`src/hdl/lpto_pkg.sv`:
```
// ----------------------------------------------------------------------------
// lpto_pkg
// Shared types and constants of the preemptive LIFO task order block.
// ----------------------------------------------------------------------------
package lpto_pkg;

	localparam int IdW     = 10;
	localparam int StartW  = 11;
	localparam int DurW    = 10;
	localparam int EndW    = 12;
	localparam int RemW    = 10;
	localparam int StatusW = 2;
	localparam int IdleW   = 11;
	localparam int EntryW  = IdW + RemW;

	// Result status codes.
	localparam logic [StatusW-1:0] ST_OK       = 2'd0;
	localparam logic [StatusW-1:0] ST_OVERFLOW = 2'd1;
	localparam logic [StatusW-1:0] ST_ORDER    = 2'd2;

	// Source of a produced result.
	localparam logic [1:0] SEL_RUN_OK  = 2'd0;
	localparam logic [1:0] SEL_RUN_OVF = 2'd1;
	localparam logic [1:0] SEL_ORDER   = 2'd2;
	localparam logic [1:0] SEL_TOP     = 2'd3;

	// Commands from the controller to the datapath.
	typedef struct packed {
		logic       capture;
		logic       load_run;
		logic       push;
		logic       produce;
		logic [1:0] prod_sel;
		logic       pop;
		logic       load_top;
		logic       shrink;
		logic       set_idle;
		logic       clear_all;
		logic       finish;
	} dp_cmd_t;

	// Status from the datapath to the controller.
	typedef struct packed {
		logic flush;
		logic order_err;
		logic run_valid;
		logic preempt;
		logic stack_full;
		logic stack_empty;
		logic idle_zero;
		logic covers;
		logic pend_valid;
		logic out_free;
	} dp_stat_t;

endpackage

```
`src/hdl/lifo_preemptive_task_order.sv`:
```
// ----------------------------------------------------------------------------
// lifo_preemptive_task_order
// Preemptive LIFO task scheduler: reports completed task ids per arrival and
// drains the running task and the pause stack on an end-of-batch command.
// ----------------------------------------------------------------------------
//
// Channel  | Dir | tdata (low bit up)                          | tuser      | tlast
// s_axis   | in  | task_id[9:0] start_minute[20:10] dur[30:21] | command    | -
// m_axis   | out | done_id[9:0], zero filled to 16 bits        | status[1:0]| last
//
// Steps: an item that is rejected, preempts or simply starts running passes
// through accept, decide and release of its final result. A completion or a
// flush adds a walk of the pause stack, plus a pop and a refill of the cached
// top for each paused task popped from it. The refill comes from the stack
// RAM's registered read; shrinking the top happens in the walk state.
// Reset is asynchronous and active low; the stack RAM is never cleared, since
// only entries below the fill count are ever read.
// A stalled m_axis holds the controller at its next result; s_axis is taken
// only when the previous item's results have all left the pending register.
//
module lifo_preemptive_task_order #(
	parameter int STACK_DEPTH = 16
) (
	input  logic        clk,
	input  logic        arst_n,

	input  logic        s_axis_tvalid,
	output logic        s_axis_tready,
	input  logic [31:0] s_axis_tdata,  // task_id, start_minute, duration, pad bit
	input  logic        s_axis_tuser,  // command

	output logic        m_axis_tvalid,
	input  logic        m_axis_tready,
	output logic [15:0] m_axis_tdata,  // done_id, zero pad
	output logic [1:0]  m_axis_tuser,  // status
	output logic        m_axis_tlast
);

	lpto_pkg::dp_cmd_t              cmd;
	lpto_pkg::dp_stat_t             stat;
	logic [lpto_pkg::IdW-1:0]       done_id;

	// The controller only sequences; all task and result state lives in the datapath.
	lpto_ctrl u_ctrl (
		.clk      (clk),
		.arst_n   (arst_n),
		.in_valid (s_axis_tvalid),
		.in_ready (s_axis_tready),
		.stat     (stat),
		.cmd      (cmd)
	);

	lpto_dp #(
		.STACK_DEPTH (STACK_DEPTH)
	) u_dp (
		.clk        (clk),
		.arst_n     (arst_n),
		.cmd        (cmd),
		.stat       (stat),
		.in_command (s_axis_tuser),
		.in_id      (s_axis_tdata[9:0]),
		.in_start   (s_axis_tdata[20:10]),
		.in_dur     (s_axis_tdata[30:21]),
		.out_valid  (m_axis_tvalid),
		.out_ready  (m_axis_tready),
		.out_id     (done_id),
		.out_status (m_axis_tuser),
		.out_last   (m_axis_tlast)
	);

	// Upper tdata bits are padding and always read as zero.
	assign m_axis_tdata = {6'd0, done_id};

endmodule

```
`src/hdl/lpto_ram.sv`:
```
// ----------------------------------------------------------------------------
// lpto_ram
// Generic single-write, single-read RAM with a registered read port.
// ----------------------------------------------------------------------------
module lpto_ram #(
	parameter int WIDTH = 20,
	parameter int DEPTH = 16,
	parameter int AW    = (DEPTH > 1) ? $clog2(DEPTH) : 1
) (
	input  logic             clk,
	input  logic             we,
	input  logic [AW-1:0]    waddr,
	input  logic [WIDTH-1:0] wdata,
	input  logic [AW-1:0]    raddr,
	output logic [WIDTH-1:0] rdata
);

	logic [WIDTH-1:0] mem_q [DEPTH];

	always_ff @(posedge clk) begin
		if (we) begin
			mem_q[waddr] <= wdata;
		end
		rdata <= mem_q[raddr];
	end

endmodule

```
`src/hdl/lpto_dp.sv`:
```
// ----------------------------------------------------------------------------
// lpto_dp
// Datapath: captured item, running task, cached stack top, pause stack RAM,
// idle gap, pending result and output register.
// ----------------------------------------------------------------------------
module lpto_dp #(
	parameter int STACK_DEPTH = 16
) (
	input  logic                        clk,
	input  logic                        arst_n,
	input  lpto_pkg::dp_cmd_t           cmd,
	output lpto_pkg::dp_stat_t          stat,
	input  logic                        in_command,
	input  logic [lpto_pkg::IdW-1:0]    in_id,
	input  logic [lpto_pkg::StartW-1:0] in_start,
	input  logic [lpto_pkg::DurW-1:0]   in_dur,
	output logic                        out_valid,
	input  logic                        out_ready,
	output logic [lpto_pkg::IdW-1:0]    out_id,
	output logic [lpto_pkg::StatusW-1:0] out_status,
	output logic                        out_last
);

	localparam int AW = (STACK_DEPTH > 1) ? $clog2(STACK_DEPTH) : 1;
	localparam int CW = $clog2(STACK_DEPTH + 1);

	// Captured input item.
	logic                          cmd_q;
	logic [lpto_pkg::IdW-1:0]      id_q;
	logic [lpto_pkg::StartW-1:0]   start_q;
	logic [lpto_pkg::DurW-1:0]     dur_q;

	// Task state.
	logic                          run_valid_q;
	logic [lpto_pkg::IdW-1:0]      run_id_q;
	logic [lpto_pkg::EndW-1:0]     run_end_q;
	logic [lpto_pkg::StartW-1:0]   last_start_q;
	logic [CW-1:0]                 cnt_q;
	logic [lpto_pkg::EntryW-1:0]   top_q;
	logic [lpto_pkg::IdleW-1:0]    idle_q;

	// Pending result and output register.
	logic                          pend_valid_q;
	logic [lpto_pkg::IdW-1:0]      pend_id_q;
	logic [lpto_pkg::StatusW-1:0]  pend_status_q;
	logic                          out_valid_q;
	logic [lpto_pkg::IdW-1:0]      out_id_q;
	logic [lpto_pkg::StatusW-1:0]  out_status_q;
	logic                          out_last_q;

	logic [lpto_pkg::EndW-1:0]     start_ext;
	logic [lpto_pkg::EndW-1:0]     end_diff;
	logic [lpto_pkg::EndW-1:0]     gap;
	logic [lpto_pkg::RemW-1:0]     top_rem;
	logic [lpto_pkg::RemW-1:0]     shrunk_rem;
	logic [lpto_pkg::IdW-1:0]      prod_id;
	logic [lpto_pkg::StatusW-1:0]  prod_status;
	logic                          send;
	logic                          send_last;
	logic                          out_free;
	logic [CW-1:0]                 cnt_m1;
	logic [CW-1:0]                 cnt_m2;
	logic                          ram_we;
	logic [AW-1:0]                 ram_waddr;
	logic [lpto_pkg::EntryW-1:0]   ram_wdata;
	logic [lpto_pkg::EntryW-1:0]   ram_rdata;

	assign start_ext  = {1'b0, start_q};
	assign end_diff   = run_end_q - start_ext;
	assign gap        = start_ext - run_end_q;
	assign top_rem    = top_q[lpto_pkg::RemW-1:0];
	assign shrunk_rem = top_rem - idle_q[lpto_pkg::RemW-1:0];
	assign cnt_m1     = cnt_q - CW'(1);
	assign cnt_m2     = cnt_q - CW'(2);
	assign out_free   = !out_valid_q || out_ready;

	always_comb begin
		case (cmd.prod_sel)
			lpto_pkg::SEL_RUN_OK: begin
				prod_id     = run_id_q;
				prod_status = lpto_pkg::ST_OK;
			end
			lpto_pkg::SEL_RUN_OVF: begin
				prod_id     = run_id_q;
				prod_status = lpto_pkg::ST_OVERFLOW;
			end
			lpto_pkg::SEL_ORDER: begin
				prod_id     = '0;
				prod_status = lpto_pkg::ST_ORDER;
			end
			default: begin
				prod_id     = top_q[lpto_pkg::EntryW-1:lpto_pkg::RemW];
				prod_status = lpto_pkg::ST_OK;
			end
		endcase
	end

	// A pending result leaves once the next one is known (not last) or at the
	// end of the item (last).
	assign send      = pend_valid_q && (cmd.produce || cmd.finish);
	assign send_last = cmd.finish;

	always_comb begin
		ram_we    = cmd.push || cmd.shrink;
		ram_waddr = cmd.push ? cnt_q[AW-1:0] : cnt_m1[AW-1:0];
		ram_wdata = cmd.push ? {run_id_q, end_diff[lpto_pkg::RemW-1:0]}
		                     : {top_q[lpto_pkg::EntryW-1:lpto_pkg::RemW], shrunk_rem};
	end

	lpto_ram #(
		.WIDTH (lpto_pkg::EntryW),
		.DEPTH (STACK_DEPTH)
	) u_stack (
		.clk   (clk),
		.we    (ram_we),
		.waddr (ram_waddr),
		.wdata (ram_wdata),
		.raddr (cnt_m2[AW-1:0]),
		.rdata (ram_rdata)
	);

	always_ff @(posedge clk) begin
		if (cmd.capture) begin
			cmd_q   <= in_command;
			id_q    <= in_id;
			start_q <= in_start;
			dur_q   <= in_dur;
		end
		if (cmd.load_run) begin
			run_id_q  <= id_q;
			run_end_q <= start_ext + {2'b00, dur_q};
		end else if (cmd.clear_all) begin
			run_id_q  <= '0;
			run_end_q <= '0;
		end
		if (cmd.push) begin
			top_q <= {run_id_q, end_diff[lpto_pkg::RemW-1:0]};
		end else if (cmd.shrink) begin
			top_q[lpto_pkg::RemW-1:0] <= shrunk_rem;
		end else if (cmd.load_top) begin
			top_q <= ram_rdata;
		end
		if (cmd.set_idle) begin
			idle_q <= gap[lpto_pkg::IdleW-1:0];
		end else if (cmd.pop) begin
			idle_q <= idle_q - {1'b0, top_rem};
		end else if (cmd.shrink) begin
			idle_q <= '0;
		end
		if (cmd.produce) begin
			pend_id_q     <= prod_id;
			pend_status_q <= prod_status;
		end
		if (send) begin
			out_id_q     <= pend_id_q;
			out_status_q <= pend_status_q;
			out_last_q   <= send_last;
		end
	end

	always_ff @(posedge clk or negedge arst_n) begin
		if (!arst_n) begin
			run_valid_q  <= 1'b0;
			last_start_q <= '0;
			cnt_q        <= '0;
			pend_valid_q <= 1'b0;
			out_valid_q  <= 1'b0;
		end else begin
			if (cmd.load_run) begin
				run_valid_q  <= 1'b1;
				last_start_q <= start_q;
			end else if (cmd.clear_all) begin
				run_valid_q  <= 1'b0;
				last_start_q <= '0;
			end
			if (cmd.push) begin
				cnt_q <= cnt_q + CW'(1);
			end else if (cmd.pop) begin
				cnt_q <= cnt_m1;
			end else if (cmd.clear_all) begin
				cnt_q <= '0;
			end
			if (cmd.produce) begin
				pend_valid_q <= 1'b1;
			end else if (cmd.finish) begin
				pend_valid_q <= 1'b0;
			end
			if (send) begin
				out_valid_q <= 1'b1;
			end else if (out_ready) begin
				out_valid_q <= 1'b0;
			end
		end
	end

	always_comb begin
		stat.flush       = cmd_q;
		stat.order_err   = start_q < last_start_q;
		stat.run_valid   = run_valid_q;
		stat.preempt     = start_ext < run_end_q;
		stat.stack_full  = cnt_q == CW'(STACK_DEPTH);
		stat.stack_empty = cnt_q == '0;
		stat.idle_zero   = idle_q == '0;
		stat.covers      = idle_q >= {1'b0, top_rem};
		stat.pend_valid  = pend_valid_q;
		stat.out_free    = out_free;
	end

	assign out_valid  = out_valid_q;
	assign out_id     = out_id_q;
	assign out_status = out_status_q;
	assign out_last   = out_last_q;

	a_cnt_range: assert property (@(posedge clk) disable iff (!arst_n)
		cnt_q <= CW'(STACK_DEPTH))
		else $error("pause stack count beyond depth");

	a_push_not_full: assert property (@(posedge clk) disable iff (!arst_n)
		cmd.push |-> cnt_q < CW'(STACK_DEPTH))
		else $error("push into a full pause stack");

	a_pop_not_empty: assert property (@(posedge clk) disable iff (!arst_n)
		cmd.pop |-> cnt_q != '0)
		else $error("pop from an empty pause stack");

	a_send_room: assert property (@(posedge clk) disable iff (!arst_n)
		send |-> out_free)
		else $error("result overwrites an untaken output");

	a_pop_refill: assert property (@(posedge clk) disable iff (!arst_n)
		cmd.pop |=> cmd.load_top)
		else $error("stack top not refilled after pop");

endmodule

```
`src/hdl/lpto_ctrl.sv`:
```
// ----------------------------------------------------------------------------
// lpto_ctrl
// Controller: sequences capture, decision, stack resume or flush, and the
// release of the final result of each item.
// ----------------------------------------------------------------------------
module lpto_ctrl (
	input  logic                clk,
	input  logic                arst_n,
	input  logic                in_valid,
	output logic                in_ready,
	input  lpto_pkg::dp_stat_t  stat,
	output lpto_pkg::dp_cmd_t   cmd
);

	localparam logic [2:0] S_IDLE   = 3'd0;
	localparam logic [2:0] S_DECIDE = 3'd1;
	localparam logic [2:0] S_RESUME = 3'd2;
	localparam logic [2:0] S_FETCH  = 3'd3;
	localparam logic [2:0] S_FLUSH  = 3'd4;
	localparam logic [2:0] S_FINISH = 3'd5;

	logic [2:0] state_q;
	logic [2:0] state_d;
	logic       can_produce;

	assign can_produce = !stat.pend_valid || stat.out_free;

	always_comb begin
		cmd      = '0;
		state_d  = state_q;
		in_ready = 1'b0;
		case (state_q)
			S_IDLE: begin
				in_ready = 1'b1;
				if (in_valid) begin
					cmd.capture = 1'b1;
					state_d     = S_DECIDE;
				end
			end
			S_DECIDE: begin
				if (stat.flush) begin
					cmd.produce  = stat.run_valid;
					cmd.prod_sel = lpto_pkg::SEL_RUN_OK;
					state_d      = S_FLUSH;
				end else if (stat.order_err) begin
					cmd.produce  = 1'b1;
					cmd.prod_sel = lpto_pkg::SEL_ORDER;
					state_d      = S_FINISH;
				end else if (!stat.run_valid) begin
					cmd.load_run = 1'b1;
					state_d      = S_FINISH;
				end else if (stat.preempt) begin
					cmd.load_run = 1'b1;
					cmd.push     = !stat.stack_full;
					cmd.produce  = stat.stack_full;
					cmd.prod_sel = lpto_pkg::SEL_RUN_OVF;
					state_d      = S_FINISH;
				end else begin
					cmd.produce  = 1'b1;
					cmd.prod_sel = lpto_pkg::SEL_RUN_OK;
					cmd.set_idle = 1'b1;
					cmd.load_run = 1'b1;
					state_d      = S_RESUME;
				end
			end
			S_RESUME: begin
				if (stat.idle_zero || stat.stack_empty) begin
					state_d = S_FINISH;
				end else if (!stat.covers) begin
					cmd.shrink = 1'b1;
					state_d    = S_FINISH;
				end else if (can_produce) begin
					cmd.produce  = 1'b1;
					cmd.prod_sel = lpto_pkg::SEL_TOP;
					cmd.pop      = 1'b1;
					state_d      = S_FETCH;
				end
			end
			S_FETCH: begin
				cmd.load_top = 1'b1;
				state_d      = stat.flush ? S_FLUSH : S_RESUME;
			end
			S_FLUSH: begin
				if (stat.stack_empty) begin
					cmd.clear_all = 1'b1;
					state_d       = S_FINISH;
				end else if (can_produce) begin
					cmd.produce  = 1'b1;
					cmd.prod_sel = lpto_pkg::SEL_TOP;
					cmd.pop      = 1'b1;
					state_d      = S_FETCH;
				end
			end
			S_FINISH: begin
				if (!stat.pend_valid) begin
					state_d = S_IDLE;
				end else if (stat.out_free) begin
					cmd.finish = 1'b1;
					state_d    = S_IDLE;
				end
			end
			default: begin
				state_d = S_IDLE;
			end
		endcase
	end

	always_ff @(posedge clk or negedge arst_n) begin
		if (!arst_n) begin
			state_q <= S_IDLE;
		end else begin
			state_q <= state_d;
		end
	end

	a_idle_no_pending: assert property (@(posedge clk) disable iff (!arst_n)
		(in_valid && in_ready) |-> !stat.pend_valid)
		else $error("item accepted while a result is still pending");

	a_finish_releases: assert property (@(posedge clk) disable iff (!arst_n)
		cmd.finish |-> stat.pend_valid && stat.out_free)
		else $error("final release without a pending result or room");

	a_one_stack_op: assert property (@(posedge clk) disable iff (!arst_n)
		$countones({cmd.push, cmd.pop, cmd.shrink, cmd.load_top}) <= 1)
		else $error("conflicting stack operations");

endmodule

```
`config.mk`:
```
export PLATFORM = sky130hd
export DESIGN_NAME = lifo_preemptive_task_order
export DESIGN_NICKNAME = d
export VERILOG_FILES = /design/src/hdl/lpto_pkg.sv /design/src/hdl/lifo_preemptive_task_order.sv /design/src/hdl/lpto_ram.sv /design/src/hdl/lpto_dp.sv /design/src/hdl/lpto_ctrl.sv
export SDC_FILE = /design/constraint.sdc
export NUM_CORES = 1
export LEC_CHECK = 0
export ABC_AREA = 1
export ABC_CLOCK_PERIOD_IN_PS = 3900
export BUFFER_PORTS_ARGS = -buffer_cell sky130_fd_sc_hd__buf_2
export CAP_MARGIN = 20
export CORE_ASPECT_RATIO = 0.7
export CORE_MARGIN = 4
export CORE_UTILIZATION = 55
export DETAILED_ROUTE_END_ITERATION = 10
export PLACE_DENSITY_LB_ADDON = 0.3
export SLEW_MARGIN = 20
export SYNTH_ARGS = -nofsm -noshare
export SYNTH_HDL_FRONTEND = slang
export SYNTH_HIERARCHICAL = 1
export SYNTH_SLANG_ARGS = --single-unit
```
`constraint.sdc`:
```
create_clock -name clk -period 3.9 [get_ports clk]
set_clock_uncertainty 0.1 [all_clocks]
set_input_delay 0.39 -clock clk [delete_from_list [all_inputs] [get_ports clk]]
set_output_delay 0.39 -clock clk [all_outputs]
set_load 0.01 [all_outputs]
```
Yosys cells after proc, flatten, opt, wreduce, memory -nomap -nowiden
Memory sizes are Yosys's and may differ from the RTL's. A register that Yosys moved wholly into a read port is not among the register bits.
Cells that the tools add are included.
Widths: inputs -> output; s select.
{"block": "op_classes", "n_addsub": 8, "order_cmp": 3, "eq_ne": 11, "n_mux": 72, "n_reduce_logical": 23}
{"operator": "$mux 20", "n": 3}
{"operator": "$mux 11", "n": 5}
{"operator": "$mux 3", "n": 15}
{"operator": "$mux 10", "n": 4}
{"operator": "$mux 1", "n": 26}
{"operator": "$mux 12", "n": 2}
{"operator": "$mux 4", "n": 6}
{"operator": "$pmux 10 s2", "n": 1}
{"operator": "$sub 10x10->10", "n": 2}
{"operator": "$pmux 3 s6", "n": 1}
{"operator": "$mux 5", "n": 3}
{"operator": "$add 11x10->12", "n": 1}
{"operator": "$lt 11x12->1", "n": 1}
{"operator": "$ge 11x10->1", "n": 1}
{"operator": "$logic_not 11->1", "n": 1}
{"operator": "$lt 11x11->1", "n": 1}
{"operator": "$sub 11x10->11", "n": 1}
{"operator": "$sub 11x11->11", "n": 1}
{"operator": "$pmux 3 s3", "n": 1}
{"operator": "$reduce_bool 3->1", "n": 3}
{"operator": "$reduce_bool 2->1", "n": 4}
{"operator": "$eq 3x2->1 const B", "n": 2}
{"operator": "$eq 3x3->1 const B", "n": 2}
{"operator": "$mux 2", "n": 3}
{"operator": "other kinds (20)", "n": 27}
{"block": "totals", "reg_bits": 132, "ramBits": 320, "input_bits": 37, "output_inout_bits": 21, "n_memories": 1}
{"name": "u_dp.u_stack.mem_q", "words": 16, "word_bits": 20, "read_ports": 1, "rd_clocked_by_memory_dff": 1, "wr": 1, "line_no": "lpto_ram.sv:18", "rtl": "logic [WIDTH-1:0] mem_q [DEPTH];"}

Logic depth before layout (Yosys ltp)
{"block": "depth", "word_depth": 10, "depth_mapped": 21, "depth_no_buf": 19}

Cells and area by module
Netlist, hierarchy kept.
{"mod": "lpto_ram", "n_inst": 1, "cells_each": 1336, "area_each_um2": 14192.4, "seq_area_each_um2": 10009.6}
{"mod": "lpto_dp", "n_inst": 1, "cells_each": 913, "area_each_um2": 7892.6, "seq_area_each_um2": 3778.6}
{"mod": "lpto_ctrl", "n_inst": 1, "cells_each": 71, "area_each_um2": 382.9, "seq_area_each_um2": 75.1}
{"mod": "lifo_preemptive_task_order", "n_inst": 1, "cells_each": 7, "area_each_um2": 48.8, "seq_area_each_um2": 0.0}

Worst setup path after synthesis
Ideal clock, no wire load.
{"block": "synth_timing", "path_kind": "flip-flop to flip-flop", "from": "register u_dp/start_q[5] (netlist bit)", "to": "memory u_dp.u_stack.mem_q[12][0], enable pin", "arrival_time_ns": 3.584, "slack_ns": -0.180, "stages_incl_launch_ff": 18, "path_buffers": 2, "period_less_slack_ns": 4.080, "cell_sequence": "edfxtp_1 > inv_1 > ha_1 > buf_2 > a21oi_1 > nand2_1 > nand2_1 > nand3_1 > nand2_1 > inv_1 > o21bai_1 > nand4_1 > nor2_1 > inv_2 > clkbuf_1 > o21ai_0 > nand3_1 > nor2_1"}
{"element": "start, declared", "line_no": "lpto_dp.sv:30", "rtl": "logic [lpto_pkg::StartW-1:0] start_q;"}
{"element": "start signal, assigned", "line_no": "lpto_dp.sv:126", "rtl": "start_q <= in_start;"}
{"element": "end, declared", "line_no": "lpto_ram.sv:18"}

==> impl_results.md <==
* Outcome: complete, no violations
* Top Ports at 58
* Placed Instance Area at between 0.02 and 0.025 sq mm
* Clk slew on worst S/H paths at 0.07 ns
* Skew-Pair Late Insertion Delay at 0.59 ns
* Final Hold Fails at 0
* Comb pwr share at 42.8%
* Gr ovfl total at 0
* Slew @ Worst Pin at 1.05 ns
* Number of synthesized flops with an enable pin at 430
* Clk pwr share at 20.9%
* Syn Area/Cell at 9.68 sq um
* Final nets at 2577
* WP data arrival at 4.05 ns
* Synthesized flop and latch total at 472
* GRT Total Usage at 25.5%
* Post-Layout Cell Count at 3041
* Synth Warn # at 6
* Sink Count at between 400 and 500
* Post-route DRC at 0
* Routed Antenna Nets at 0
* Final setup fails at 0
* Net Sw Power at 8.71 mW
* Final period utilization at a little over nine tenths
* Min-delay worst type: input pin to flop
* Initial antenna violation count at 0
* CP Max Fanout at 9
* Int Pwr at ~12 mW
* Core Area at between 0.04 and 0.05 sq mm
* Max_slew headroom at 30.2%
* Fin util at between 60% and 70%
* Synth unique cells at 46
* Worst hold slack at 0.152 ns
* Fin. max-slew vios at 0
* Final wirelength at 57600 microns
* # H-tree levels at 2
* Drt via density at about 5.4
* Worst setup EP type: flop
* Peak supply drop at 1120 uV
* Area share of the largest cell type after synthesis at a little under three fifths
* Clock period minus worst slack at 3.86 ns
* Net Sw Frac at 41.3%
* DP Wirelength at 37800 microns
* RR Startpoint: u_dp/start_q[9]
* Cell taking the most area after synthesis: edfxtp_1
* Wire length per cell at 18.9 microns
* Post-Syn Instances at 2327
* Pre-Repair DR Iteration Count at 6
* HP Start: s_axis_tvalid
* Critical path class: flop to flop
* Die Area at 0.0443 sq mm
* Largest net degree at the start of global routing at between 150 and 200
* Die width at 250 microns
* Hold Path End: u_ctrl/state_q[0]
* Seq/Total Area, Yosys at 61.6%
* Initial core utilization at a little under three fifths
* Fraction of registers with async set/reset at 4.66%
* Die height at 177 microns
* R2r setup slk at just under 0.04 ns
* Worst reg2reg path depth at 19
* Vias in the first global route at roughly 16000
* FF-to-FF End: u_dp/u_stack/mem_q[3][0]
* Mapped cell area at 0.0225 sq mm
* Fmax achieved at roughly 260 MHz
* Pwr Density at 813 mW/mm^2
* RSZ-0062 raised after global routing: true
* DRT iter0 DRCs at around 2000
* Synthesis-to-layout area growth at 15.3%
* Sequential share of power at 36.3%
* Crit path launch type: flop
* Synth Flop Type: edfxtp_1
* Power, Total at roughly 21 mW
* Design area at 0.0260 sq mm
* Hold Crit Depth at 6
* CTS tree: built
* DR vias at 16535
* Routability cong. at 0.940
* Num CTS Buffers at 45
* Antenna diode count at 0
* Worst endpoint required time at approximately 4.1 ns
* Layout cells sized above 1 at 11.3%
* Clk buf depth at 3
* First-pass GRT wire length at just under 90000 microns
* Max-capacitance violation count at 0
* Clock root cell: clkbuf_16
* FP Rows at 61
* Buffers on Ports at 50
* Area contributors post-synth: edfxtp_1, nand2_1, nand3_1
* Leakage at 11.5 nW
* Placed Cells at between 2000 and 3000
state kept, by name, summed over array words and instances (netlist names):
register / cells
u_dp/u_stack/mem_q: 320
u_dp/run_end_q: 12
u_dp/out_status: 2
u_dp/start_q: 11
u_ctrl/state_q: 3
u_dp/run_id_q: 10
u_dp/out_id: 10
u_dp/pend_valid_q: 1
u_dp/cnt_q: 5
u_dp/u_stack/rdata: 20
u_dp/cmd_q: 1
u_dp/idle_q: 11
u_dp/pend_id_q: 10
u_dp/run_valid_q: 1
u_dp/dur_q: 10
u_dp/id_q: 10
u_dp/top_q: 20
u_dp/out_valid: 1
u_dp/out_last: 1
u_dp/last_start_q: 11
u_dp/pend_status_q: 2
critical path, stage by stage (launching register included):
cell	delay, ns
edfxtp_1	0.47
buf_6	0.17
ha_1	0.31
nand2_2	0.09
nor3_2	0.19
nand3_1	0.14
a21oi_2	0.16
nor2_2	0.11
inv_1	0.09
nand4_1	0.17
nor2_4	0.22
buf_6	0.15
a21oi_1	0.04
o21ai_0	0.11
o21ai_1	0.12
buf_4	0.18
nor2_2	0.13
nand2_2	0.12
nor2_4	0.28
clkbuf_16	0.22
cell type report:
| type | instances | area, sq um |
|---|---|---|
| clock inverter | 28 | 300 |
| inverter | 412 | 1550 |
| multi-input combinational | 1354 | 6730 |
| fill | 3107 | 14100 |
| clock buffer | 55 | 1180 |
| timing repair buffer | 185 | 1660 |
| sequential | 472 | 13900 |
| tap | 535 | 669 |
layer usage:
layer	routed length [microns]	GRT usage, %
met1	25700	37.7
met3	5300	5.17
met5	0	0
met4	1260	6.69
met2	25300	39.0
metrics by stage:
stage                     setup slack, ns  TNS [ns]
after floorplan                    -0.180    -41.86
after global placement              0.160         0
after detailed placement           0.0326         0
after CTS                           0.131         0
after global routing              -0.0650     -2.87
final                              0.0392         0
worst max-delay path by stage:
stage                     depth (start not counted)                        end       startpoint
after floorplan                                  17  u_dp/u_stack/mem_q[12][0]  u_dp/start_q[5]
after global placement                           20   u_dp/u_stack/mem_q[9][8]  u_dp/start_q[5]
after detailed placement                         20   u_dp/u_stack/mem_q[9][8]  u_dp/start_q[4]
after CTS                                        19  u_dp/u_stack/mem_q[9][19]  u_dp/start_q[9]
after global routing                             19  u_dp/u_stack/mem_q[7][16]  u_dp/start_q[9]
final                                            19   u_dp/u_stack/mem_q[3][0]  u_dp/start_q[9]
layout by cell type (no fill, tap or decap), types with 5 or more instances in the layout:
cell type,synthesis,layout
buf_6,13,5
nor2_2,6,23
xor2_1,7,6
clkinv_1,0,5
o21bai_1,9,8
clkbuf_16,0,48
nand3_1,317,317
buf_12,0,19
buf_4,13,74
nand2_2,4,7
nand4_1,16,16
o21ai_0,60,59
dlygate4sd3_1,0,34
buf_2,39,50
nand2_1,677,674
edfxtp_1,430,430
o22ai_1,11,11
nor2_1,82,62
dfxtp_1,20,20
conb_1,1,6
fa_1,5,5
ha_1,65,61
clkbuf_1,22,8
inv_2,6,8
dfrtp_1,22,21
inv_1,405,403
a21oi_1,52,50
clkinv_2,0,10
cells by family after synthesis:
kind of cell / Yosys count / synth area share [%]
and+or+nand+nor: 1117 / 20.9
other: 1 / 0.0167
DFF: 472 / 61.6
adders and majority gates: 70 / 4.06
xor gates and xnor gates: 9 / 0.350
AOI/OAI and AO/OA: 151 / 3.76
buffers and inverters: 506 / 9.32
muxes: 1 / 0.0445
power by group through the flow:
stage                     clock network, mW  logic, mW  registers, mW
after detailed placement                  0       8.71           7.76
final                                  4.41       9.03           7.67
after floorplan                           0       5.55           7.68
after CTS                              4.48       8.79           7.66
after global placement                    0       8.54           7.74
after global routing                   4.73       9.88           7.71
synthesized netlist by cell type, types with 2 or more instances:
library cell  count
ha_1             65
nand3b_1          3
o21bai_1          9
nand2_1         677
a21oi_1          52
nand3_1         317
dfxtp_1          20
nand4_1          16
buf_2            39
buf_6            13
o21ai_0          60
nor4_1            2
nand2_2           4
or2_1             3
buf_4            13
buf_1             6
dfrtp_1          22
nor2_1           82
o22ai_1          11
a21oi_2           2
xnor2_1           2
inv_2             6
nor2_2            6
nor3_1            4
inv_1           405
o21ai_2           3
xor2_1            7
edfxtp_1        430
o21ai_1           3
clkbuf_1         22
o221ai_1          3
fa_1              5
o211ai_1          2
repair_timing:
action | in CTS | in global routing
setup buffers | 0 | 2
gates resized for setup | 1 | 23
pin swaps | 0 | 7
endpoints found under the setup margin | 8 | 278
gates cloned | 0 | 4
endpoints found under the hold margin | 55 | 0
hold buffers | 34 | 0
(Power assumes the default switching activity.)
